[src/hw/rtl/bcss_pkg.sv]
// Shared types, constants and helpers for the buck converter state-space step.
package bcss_pkg;

   localparam int DATA_W    = 32;
   localparam int FRAC_W    = 24;
   localparam int PROD_W    = 2 * DATA_W;
   localparam int ACC_W     = 48;
   localparam int CSR_IDX_W = 4;

   typedef logic signed [DATA_W-1:0] coef_type;

   // register map of the configuration port
   typedef enum logic [CSR_IDX_W-1:0] {
      REG_A11 = 4'd0,
      REG_A12 = 4'd1,
      REG_A21 = 4'd2,
      REG_A22 = 4'd3,
      REG_B1  = 4'd4,
      REG_C11 = 4'd5,
      REG_C12 = 4'd6,
      REG_C22 = 4'd7
   } reg_index_type;

   typedef struct packed {
      coef_type a11;
      coef_type a12;
      coef_type a21;
      coef_type a22;
      coef_type b1;
      coef_type c11;
      coef_type c12;
      coef_type c22;
   } coef_set_type;

   localparam coef_type A11_RST = -32'sd7474;
   localparam coef_type A12_RST = -32'sd74527;
   localparam coef_type A21_RST = 32'sd7989;
   localparam coef_type A22_RST = -32'sd7989;
   localparam coef_type B1_RST  = 32'sd78252;
   localparam coef_type C11_RST = 32'sd798915;
   localparam coef_type C12_RST = 32'sd15978301;
   localparam coef_type C22_RST = 32'sd15978301;

   // current to load voltage gain, fixed at build time
   localparam coef_type OUT_COEF_21_DEF = 32'sd798915;

   typedef enum logic [1:0] {
      ACC_HOLD = 2'd0,
      ACC_INIT = 2'd1,
      ACC_LOAD = 2'd2,
      ACC_ADD  = 2'd3
   } acc_op_type;

   typedef struct packed {
      acc_op_type acc_op;
      logic       prod_en;
   } mac_ctrl_type;

   // clamp a wide accumulator value to the signed data range
   function automatic logic [DATA_W-1:0] sat_data(input logic [ACC_W-1:0] v);
      logic [ACC_W-DATA_W:0] top_bits;
      top_bits = v[ACC_W-1:DATA_W-1];
      if ((&top_bits) || !(|top_bits)) begin
         return v[DATA_W-1:0];
      end else if (v[ACC_W-1]) begin
         return {1'b1, {(DATA_W-1){1'b0}}};
      end else begin
         return {1'b0, {(DATA_W-1){1'b1}}};
      end
   endfunction

endpackage

[src/hw/rtl/bcss_csr.sv]
// Coefficient register file written through the configuration port.
module bcss_csr (
   input  logic                           clock,
   input  logic                           reset,
   input  logic                           csr_valid,
   output logic                           csr_ready,
   input  logic [bcss_pkg::CSR_IDX_W-1:0] csr_index,
   input  logic [bcss_pkg::DATA_W-1:0]    csr_data,
   output bcss_pkg::coef_set_type         coefs
);

   bcss_pkg::coef_set_type coefs_ff;
   bcss_pkg::coef_set_type coefs_in;

   assign csr_ready = 1'b1;
   assign coefs     = coefs_ff;

   always_comb begin
      coefs_in = coefs_ff;
      if (csr_valid) begin
         case (bcss_pkg::reg_index_type'(csr_index))
            bcss_pkg::REG_A11: coefs_in.a11 = csr_data;
            bcss_pkg::REG_A12: coefs_in.a12 = csr_data;
            bcss_pkg::REG_A21: coefs_in.a21 = csr_data;
            bcss_pkg::REG_A22: coefs_in.a22 = csr_data;
            bcss_pkg::REG_B1:  coefs_in.b1  = csr_data;
            bcss_pkg::REG_C11: coefs_in.c11 = csr_data;
            bcss_pkg::REG_C12: coefs_in.c12 = csr_data;
            bcss_pkg::REG_C22: coefs_in.c22 = csr_data;
            default: ;  // unmapped index: write dropped
         endcase
      end
   end

   always_ff @(posedge clock) begin
      if (reset) begin
         coefs_ff.a11 <= bcss_pkg::A11_RST;
         coefs_ff.a12 <= bcss_pkg::A12_RST;
         coefs_ff.a21 <= bcss_pkg::A21_RST;
         coefs_ff.a22 <= bcss_pkg::A22_RST;
         coefs_ff.b1  <= bcss_pkg::B1_RST;
         coefs_ff.c11 <= bcss_pkg::C11_RST;
         coefs_ff.c12 <= bcss_pkg::C12_RST;
         coefs_ff.c22 <= bcss_pkg::C22_RST;
      end else begin
         coefs_ff <= coefs_in;
      end
   end

endmodule

[src/hw/rtl/bcss_mac.sv]
// Shared multiply-accumulate unit: registered 32x32 product, floor shift, wide accumulator.
module bcss_mac (
   input  logic                                clock,
   input  bcss_pkg::mac_ctrl_type              ctrl,
   input  bcss_pkg::coef_type                  mul_a,
   input  bcss_pkg::coef_type                  mul_b,
   input  logic signed [bcss_pkg::ACC_W-1:0]   base,
   output logic signed [bcss_pkg::ACC_W-1:0]   acc
);

   logic signed [bcss_pkg::PROD_W-1:0] prod_in;
   logic signed [bcss_pkg::PROD_W-1:0] prod_ff;
   logic signed [bcss_pkg::PROD_W-1:0] prod_shift;
   logic signed [bcss_pkg::ACC_W-1:0]  prod_q;
   logic signed [bcss_pkg::ACC_W-1:0]  acc_in;
   logic signed [bcss_pkg::ACC_W-1:0]  acc_ff;

   assign prod_in    = mul_a * mul_b;
   // arithmetic shift is floor division by 2^FRAC_W
   assign prod_shift = prod_ff >>> bcss_pkg::FRAC_W;
   assign prod_q     = prod_shift[bcss_pkg::ACC_W-1:0];
   assign acc        = acc_ff;

   always_comb begin
      case (ctrl.acc_op)
         bcss_pkg::ACC_HOLD: acc_in = acc_ff;
         bcss_pkg::ACC_INIT: acc_in = base;
         bcss_pkg::ACC_LOAD: acc_in = base + prod_q;
         bcss_pkg::ACC_ADD:  acc_in = acc_ff + prod_q;
         default:            acc_in = acc_ff;
      endcase
   end

   always_ff @(posedge clock) begin
      if (ctrl.prod_en) begin
         prod_ff <= prod_in;
      end
      acc_ff <= acc_in;
   end

endmodule

[src/hw/rtl/buck_converter_state_space_step.sv]
// Top level: forward-Euler buck converter step sequenced over one shared MAC unit.
//
// Usage notes
// - req channel: one item per simulation time step, req_switch_on = 1 while the
//   power switch conducts. req_ready is high only while no step is in progress.
// - rsp channel: one item per request with the new inductor current and
//   capacitor voltage (the stored states) and the load current and voltage
//   from the output matrix, all signed Q8.24, saturated to 32 bits.
// - csr channel: always ready; index 0..7 selects a11 a12 a21 a22 b1 c11 c12
//   c22, other indexes are dropped. Write only while the block is idle.
// - Sequence: after the accept, states S0 to S9 issue the eight products
//   through the single 32x32 multiplier, with the multiplier idle in S5 and
//   S9 (S9 drains the last product into the accumulator), OUT loads the output
//   register, and the block returns to IDLE for the next accept. A new request
//   is not taken until the previous item has left OUT.
// - The result sits in an output register; if the receiver stalls, the next
//   item runs its arithmetic and then holds in its final cycle until the
//   output register frees up.
// - Reset (synchronous, active high): coefficients return to their defaults,
//   both states go to zero, no result pending.
module buck_converter_state_space_step #(
   parameter bcss_pkg::coef_type OUT_COEF_21 = bcss_pkg::OUT_COEF_21_DEF
) (
   input  logic                           clock,
   input  logic                           reset,
   // request channel
   input  logic                           req_valid,
   output logic                           req_ready,
   input  logic                           req_switch_on,
   // result channel
   output logic                           rsp_valid,
   input  logic                           rsp_ready,
   output logic signed [bcss_pkg::DATA_W-1:0] rsp_inductor_current,
   output logic signed [bcss_pkg::DATA_W-1:0] rsp_capacitor_voltage,
   output logic signed [bcss_pkg::DATA_W-1:0] rsp_load_current,
   output logic signed [bcss_pkg::DATA_W-1:0] rsp_load_voltage,
   // configuration channel
   input  logic                           csr_valid,
   output logic                           csr_ready,
   input  logic [bcss_pkg::CSR_IDX_W-1:0] csr_index,
   input  logic [bcss_pkg::DATA_W-1:0]    csr_data
);

   // one state per sequencer step; the schedule below names the product issued in each Sn
   typedef enum logic [11:0] {
      ST_IDLE = 12'h001,
      ST_S0   = 12'h002,
      ST_S1   = 12'h004,
      ST_S2   = 12'h008,
      ST_S3   = 12'h010,
      ST_S4   = 12'h020,
      ST_S5   = 12'h040,
      ST_S6   = 12'h080,
      ST_S7   = 12'h100,
      ST_S8   = 12'h200,
      ST_S9   = 12'h400,
      ST_OUT  = 12'h800
   } seq_state_type;

   localparam int ACC_W  = bcss_pkg::ACC_W;
   localparam int DATA_W = bcss_pkg::DATA_W;

   seq_state_type state_ff, state_in;
   logic          sw_ff, sw_in;

   logic signed [DATA_W-1:0] current_state_ff, current_state_in;
   logic signed [DATA_W-1:0] voltage_state_ff, voltage_state_in;
   logic signed [DATA_W-1:0] load_current_ff, load_current_in;

   logic                     rsp_valid_ff, rsp_valid_in;
   logic signed [DATA_W-1:0] rsp_ic_ff, rsp_ic_in;
   logic signed [DATA_W-1:0] rsp_vc_ff, rsp_vc_in;
   logic signed [DATA_W-1:0] rsp_il_ff, rsp_il_in;
   logic signed [DATA_W-1:0] rsp_vl_ff, rsp_vl_in;

   bcss_pkg::coef_set_type   coefs;
   bcss_pkg::mac_ctrl_type   mac_ctrl;
   bcss_pkg::coef_type       mul_a, mul_b;
   logic signed [ACC_W-1:0]  mac_base;
   logic signed [ACC_W-1:0]  mac_acc;
   logic signed [DATA_W-1:0] acc_sat;
   bcss_pkg::coef_type       b1_sel;

   logic req_accept;
   logic slot_free;
   logic finish;

   bcss_csr u_csr (
      .clock     (clock),
      .reset     (reset),
      .csr_valid (csr_valid),
      .csr_ready (csr_ready),
      .csr_index (csr_index),
      .csr_data  (csr_data),
      .coefs     (coefs)
   );

   bcss_mac u_mac (
      .clock (clock),
      .ctrl  (mac_ctrl),
      .mul_a (mul_a),
      .mul_b (mul_b),
      .base  (mac_base),
      .acc   (mac_acc)
   );

   assign req_ready  = (state_ff == ST_IDLE);
   assign req_accept = req_valid && req_ready;
   assign slot_free  = !rsp_valid_ff || rsp_ready;
   assign finish     = (state_ff == ST_OUT) && slot_free;
   assign acc_sat    = bcss_pkg::sat_data(mac_acc);
   assign b1_sel     = sw_ff ? coefs.b1 : '0;

   assign rsp_valid             = rsp_valid_ff;
   assign rsp_inductor_current  = rsp_ic_ff;
   assign rsp_capacitor_voltage = rsp_vc_ff;
   assign rsp_load_current      = rsp_il_ff;
   assign rsp_load_voltage      = rsp_vl_ff;

   // sequencer
   always_comb begin
      case (state_ff)
         ST_IDLE: state_in = req_accept ? ST_S0 : ST_IDLE;
         ST_S0:   state_in = ST_S1;
         ST_S1:   state_in = ST_S2;
         ST_S2:   state_in = ST_S3;
         ST_S3:   state_in = ST_S4;
         ST_S4:   state_in = ST_S5;
         ST_S5:   state_in = ST_S6;
         ST_S6:   state_in = ST_S7;
         ST_S7:   state_in = ST_S8;
         ST_S8:   state_in = ST_S9;
         ST_S9:   state_in = ST_OUT;
         ST_OUT:  state_in = slot_free ? ST_IDLE : ST_OUT;
         default: state_in = ST_IDLE;
      endcase
   end

   // Operand and accumulator schedule. Where the accumulator consumes a product,
   // it is the one issued in the previous state; S6 takes the S4 product held over S5.
   //   S0  i*a11            acc = i + b1 (switch on)
   //   S1  u*a12            acc += a11*i
   //   S2  i*a21            acc += a12*u          -> new current, wide
   //   S3  u*a22            acc = u + a21*i, current state updated
   //   S4  i_new*c11        acc += a22*u          -> new voltage, wide
   //   S5  idle             voltage state updated
   //   S6  u_new*c12        acc = c11*i_new
   //   S7  i_new*c21        acc += c12*u_new      -> load current, wide
   //   S8  u_new*c22        acc = c21*i_new, load current saved
   //   S9  idle             acc += c22*u_new      -> load voltage, wide
   //   OUT                  result registered when the output slot is free
   always_comb begin
      mul_a            = coefs.a11;
      mul_b            = current_state_ff;
      mac_base         = '0;
      mac_ctrl.acc_op  = bcss_pkg::ACC_HOLD;
      mac_ctrl.prod_en = 1'b0;
      case (state_ff)
         ST_S0: begin
            mul_a            = coefs.a11;
            mul_b            = current_state_ff;
            mac_base         = ACC_W'(current_state_ff) + ACC_W'(b1_sel);
            mac_ctrl.acc_op  = bcss_pkg::ACC_INIT;
            mac_ctrl.prod_en = 1'b1;
         end
         ST_S1: begin
            mul_a            = coefs.a12;
            mul_b            = voltage_state_ff;
            mac_ctrl.acc_op  = bcss_pkg::ACC_ADD;
            mac_ctrl.prod_en = 1'b1;
         end
         ST_S2: begin
            mul_a            = coefs.a21;
            mul_b            = current_state_ff;
            mac_ctrl.acc_op  = bcss_pkg::ACC_ADD;
            mac_ctrl.prod_en = 1'b1;
         end
         ST_S3: begin
            mul_a            = coefs.a22;
            mul_b            = voltage_state_ff;
            mac_base         = ACC_W'(voltage_state_ff);
            mac_ctrl.acc_op  = bcss_pkg::ACC_LOAD;
            mac_ctrl.prod_en = 1'b1;
         end
         ST_S4: begin
            mul_a            = coefs.c11;
            mul_b            = current_state_ff;
            mac_ctrl.acc_op  = bcss_pkg::ACC_ADD;
            mac_ctrl.prod_en = 1'b1;
         end
         ST_S6: begin
            mul_a            = coefs.c12;
            mul_b            = voltage_state_ff;
            mac_ctrl.acc_op  = bcss_pkg::ACC_LOAD;
            mac_ctrl.prod_en = 1'b1;
         end
         ST_S7: begin
            mul_a            = OUT_COEF_21;
            mul_b            = current_state_ff;
            mac_ctrl.acc_op  = bcss_pkg::ACC_ADD;
            mac_ctrl.prod_en = 1'b1;
         end
         ST_S8: begin
            mul_a            = coefs.c22;
            mul_b            = voltage_state_ff;
            mac_ctrl.acc_op  = bcss_pkg::ACC_LOAD;
            mac_ctrl.prod_en = 1'b1;
         end
         ST_S9: begin
            mac_ctrl.acc_op  = bcss_pkg::ACC_ADD;
         end
         default: ;
      endcase
   end

   // state, save and output registers
   always_comb begin
      sw_in            = req_accept ? req_switch_on : sw_ff;
      current_state_in = (state_ff == ST_S3) ? acc_sat : current_state_ff;
      voltage_state_in = (state_ff == ST_S5) ? acc_sat : voltage_state_ff;
      load_current_in  = (state_ff == ST_S8) ? acc_sat : load_current_ff;

      rsp_ic_in = rsp_ic_ff;
      rsp_vc_in = rsp_vc_ff;
      rsp_il_in = rsp_il_ff;
      rsp_vl_in = rsp_vl_ff;
      if (finish) begin
         rsp_ic_in    = current_state_ff;
         rsp_vc_in    = voltage_state_ff;
         rsp_il_in    = load_current_ff;
         rsp_vl_in    = acc_sat;
         rsp_valid_in = 1'b1;
      end else if (rsp_ready) begin
         rsp_valid_in = 1'b0;
      end else begin
         rsp_valid_in = rsp_valid_ff;
      end
   end

   always_ff @(posedge clock) begin
      if (reset) begin
         state_ff         <= ST_IDLE;
         rsp_valid_ff     <= 1'b0;
         current_state_ff <= '0;
         voltage_state_ff <= '0;
      end else begin
         state_ff         <= state_in;
         rsp_valid_ff     <= rsp_valid_in;
         current_state_ff <= current_state_in;
         voltage_state_ff <= voltage_state_in;
      end
   end

   always_ff @(posedge clock) begin
      sw_ff           <= sw_in;
      load_current_ff <= load_current_in;
      rsp_ic_ff       <= rsp_ic_in;
      rsp_vc_ff       <= rsp_vc_in;
      rsp_il_ff       <= rsp_il_in;
      rsp_vl_ff       <= rsp_vl_in;
   end

   // an accepted item always starts the schedule in the next cycle
   a_accept_starts: assert property (@(posedge clock) disable iff (reset)
      req_accept |=> (state_ff == ST_S0))
      else $error("accepted item did not start the sequence");

   // a fresh result only appears out of the final sequencer cycle
   a_result_from_out: assert property (@(posedge clock) disable iff (reset)
      $rose(rsp_valid) |-> $past(state_ff == ST_OUT))
      else $error("result raised outside the final cycle");

   // a stalled receiver keeps the finished item parked in the final cycle
   a_stall_holds: assert property (@(posedge clock) disable iff (reset)
      (state_ff == ST_OUT && rsp_valid && !rsp_ready) |=> (state_ff == ST_OUT))
      else $error("sequencer left the final cycle while output was blocked");

   // the model states are never updated out of the idle state
   a_state_quiet: assert property (@(posedge clock) disable iff (reset)
      (state_ff == ST_IDLE) |=> $stable(current_state_ff) && $stable(voltage_state_ff))
      else $error("model state changed while idle");

endmodule
[config.mk]
export PLATFORM = sky130hd
export DESIGN_NAME = buck_converter_state_space_step
export DESIGN_NICKNAME = d
export VERILOG_FILES = /design/src/hw/rtl/bcss_pkg.sv /design/src/hw/rtl/bcss_csr.sv /design/src/hw/rtl/bcss_mac.sv /design/src/hw/rtl/buck_converter_state_space_step.sv
export SDC_FILE = /design/constraint.sdc
export NUM_CORES = 2
export LEC_CHECK = 0
export ABC_AREA = 1
export ABC_CLOCK_PERIOD_IN_PS = 10200
export BUFFER_PORTS_ARGS = -buffer_cell sky130_fd_sc_hd__buf_2
export CORE_AREA = 3 3 359 361
export DETAILED_ROUTE_END_ITERATION = 7
export DIE_AREA = 0 0 362 364
export GPL_TIMING_DRIVEN = 0
export PLACE_DENSITY = 0.62
export SYNTH_ARGS = -nofsm -noshare
export SYNTH_HDL_FRONTEND = slang
export SYNTH_SLANG_ARGS = --single-unit
[constraint.sdc]
create_clock -name clock -period 10.2 [get_ports clock]
set_input_delay 2.04 -clock clock [delete_from_list [all_inputs] [get_ports clock]]
set_output_delay 2.04 -clock clock [all_outputs]
set_load 0.005 [all_outputs]
==> flow_metrics.py <==
metrics = {
    "logic_synthesis": {
        "yosysMostFrequentCell": "inv_1",
        "synth_edf_count": 249,
        "synth_area_leaders": "fa_1 (35%), edfxtp_1 (12%), dfxtp_1 (11%), inv_1 (8.9%), nand2_1 (8.1%)",
        "synth_top_area_share_pct": 34.54,
        "synthArstFlopShare_pct": 0,
        "netlist.top_cell.by_area": "fa_1",
        "avgSynthCellArea_um2": 8.435,
        "synth_top_family_by_area": "adder cells",
        "yosysWarnings": 0,
        "synthSimpleGateAreaFrac_pct": 16.71,
        "synth_common_cells": "inv_1 (1482), nand2_1 (1353), fa_1 (1083)",
        "synth_xor_area_share_pct": 1.172,
        "ys_ff_latch": 582,
        "synthMuxAreaShare_pct": 0,
        "syn-cell-area_um2": 62770,
        "ys_types": 59,
        "syn_inst": 7442,
        "ys.flop_type": "dfxtp_1",
        "synth_nets": 8826,
        "synth-seq-area-share_pct": 22.53,
        "synth_fa_ha_area_share_pct": 39.70,
        "synth_compound_area_share_pct": 8.647,
    },
    "place": {
        "dp_cells": 9249,
        "place_area_um2": 65840,
        "port-buffer-count": 138,
        "hpwlAfterDp_um": 205800,
        "place_ws_ps": -1465,
        "gp_congestion": 1.072,
    },
    "global_route": {
        "first_global_vias": 53420,
        "busiest_layer": "met2",
        "antenna_found_initial": 15,
        "met1_usage_pct": 50.56,
        "grt_max_degree": 42,
        "use_met3_pct": 12.38,
        "grt.total_usage_pct": 38.05,
        "gr-total-overflow": 0,
        "use_met2_pct": 55.73,
        "grt_first_pass_wirelength_um": 361500,
    },
    "layout": {
        "fin_area_um2": 68790,
        "syn2layout_area_growth_pct": 9.586,
        "nNetsFinal": 9077,
        "largest_register_ffs": 256,
        "fin_cells": 9402,
        "drive_above_1_share_pct": 7.580,
    },
    "sta": {
        "finalHoldViolCount": 0,
        "fmax_mhz": 100.7,
        "max_slew_margin_pct": 10.58,
        "fin_crit_sh_pct": 97.38,
        "skew_ps": 55.14,
        "setup_slack_ps": 267.4,
        "finalSetupViolCount": 0,
        "fin_tns_setup_ps": 0,
        "finalMaxSlewViolations": 0,
        "layout_min_cycle_time_ps": 9933,
        "worstMarginPinSlew_ps": 1341,
    },
    "routing": {
        "antenna_left": 0,
        "drt_iter0_drc": 6296,
        "vias": 53570,
        "drc": 0,
        "dr.pass1.iters": 6,
        "finalWirelength_um": 250000,
        "wire_per_inst_um": 26.59,
        "vias_per_cell": 5.698,
    },
    "setup_path": {
        "cp_common_cell": "fa_1",
        "crit_type": "reg2reg",
        "crit_fanout": 10,
        "cp_slowest_cell": "fa_1",
        "worstPathRequired_ps": 10620,
        "slowest_delay_ps": 880,
        "crit_path_end_kind": "register",
        "cp.arrival_ps": 10350,
        "start_kind": "register",
    },
    "die": {
        "die_w_um": 362,
        "design.core.area_um2": 125700,
        "fp-row-count": 130,
        "dieArea_um2": 131800,
        "dieHeight_um": 364,
        "start_util_pct": 49.92,
        "ios": 173,
    },
    "power_and_ir_drop": {
        "p_per_area_nw_per_um2": 76.72,
        "leakagePower_nw": 33.60,
        "peakVddDrop_mv": 0.1264,
    },
    "clock_tree": {
        "htree_levels": 2,
        "cts_tree": "done",
        "cts.hold.buffers_added": 0,
        "clk_pin_slew_worst_paths_ps": 60,
        "insertion_delay_ps": 720,
        "clockBufferDepth": 3,
        "cts_buffers": 61,
        "clkSinkCount": 582,
        "root_buffer": "clkbuf_16",
    },
    "min_path": {
        "hp-class": "reg2reg",
    },
    "outcome": {
        "status": "completed",
    },
    "run": {
        "drv_cap": 0,
    },
}
## placed cells by master (no fill, tap or decap), drive strengths merged, types with 10 or more instances in the layout
| cell | instances |
|---|---|
| dfxtp | 333 |
| o211ai | 38 |
| o221ai | 17 |
| edfxtp | 249 |
| clkinv | 24 |
| fa | 1083 |
| nand3 | 221 |
| nor2 | 965 |
| xor2 | 56 |
| clkinvlp | 12 |
| inv | 1501 |
| xnor2 | 28 |
| a22o | 12 |
| o21ai | 424 |
| a21o | 10 |
| nand2 | 1374 |
| nor3 | 24 |
| buf | 267 |
| a221oi | 30 |
| ha | 259 |
| clkbuf | 334 |
| o21a | 16 |
| a31oi | 40 |
| nand4 | 32 |
| a21oi | 328 |
## critical path, delay by kind of cell (launching register included)
| kind | cells | cell delay, ps |
|---|---|---|
| AO/OA/AOI/OAI | 8 | 1880 |
| adder cells (fa/ha/maj) | 9 | 4570 |
| buffers and inverters | 7 | 1720 |
| flip-flops | 1 | 420 |
| AND/OR/NAND/NOR | 9 | 990 |
## per-stage QoR
step | util [%] | hold WS [ps] | power (mW)
final | 54.71 | 412.6 | 5.277
after detailed placement | 52.36 | 404.5 | 2.886
after global placement | 52.12 | 401.1 | 2.881
after floorplan | - | 400.3 | 2.724
after CTS | 54.23 | 417.8 | 5.276
after global routing | 54.69 | 422.5 | 5.414
## where the power goes
group	switching (mW)	internal, mW
sequential	0.0186	2.45
combinational	0.304	0.0941
clock	1.01	1.41
total	1.33	3.95
## final timing paths
path	start	to	slack [ps]	depth (start not counted)
min reg2reg	load_current_ff[1]$_DFFE_PN_	rsp_load_current[1]$_DFFE_PP_	410	0
min	load_current_ff[1]$_DFFE_PN_	rsp_load_current[1]$_DFFE_PP_	410	0
max reg2reg	state_ff[7]$_SDFF_PP0_	u_mac.prod_ff[57]$_DFFE_PP_	270	33
max	state_ff[7]$_SDFF_PP0_	u_mac.prod_ff[57]$_DFFE_PP_	270	33
## layer usage
metal,vias to the layer above,part of all wire (%)
met2,3111,42
met5,-,0.013
met4,6,6.4
met1,26620,39
met3,590,13
li1,23250,-
## what timing repair did
action / CTS / global route
buffers inserted: 5 / 29
pin swaps: 1 / 2
resized for setup: 55 / 179
endpoints found under the setup margin: 33 / 34
## cells by family after synthesis
logic type,Yosys count
simple gates,2633
buf+inv,1846
fa+ha+maj,1342
compound gates,954
flops,582
xor+xnor,84
other cells,1
## area by class of cell
class / count / area, um^2
flip-flops and latches: 582 / 14140
well taps: 1650 / 2064
plain buffers: 330 / 1503
diodes: 8 / 20.02
inverters: 1513 / 5737
clock inverters: 32 / 467.9
clock buffers: 82 / 1735
fillers: 11890 / 56940
multi-input cells: 5014 / 41890
repair buffers: 191 / 1232
No activity file was read; power rests on OpenSTA's default activity.
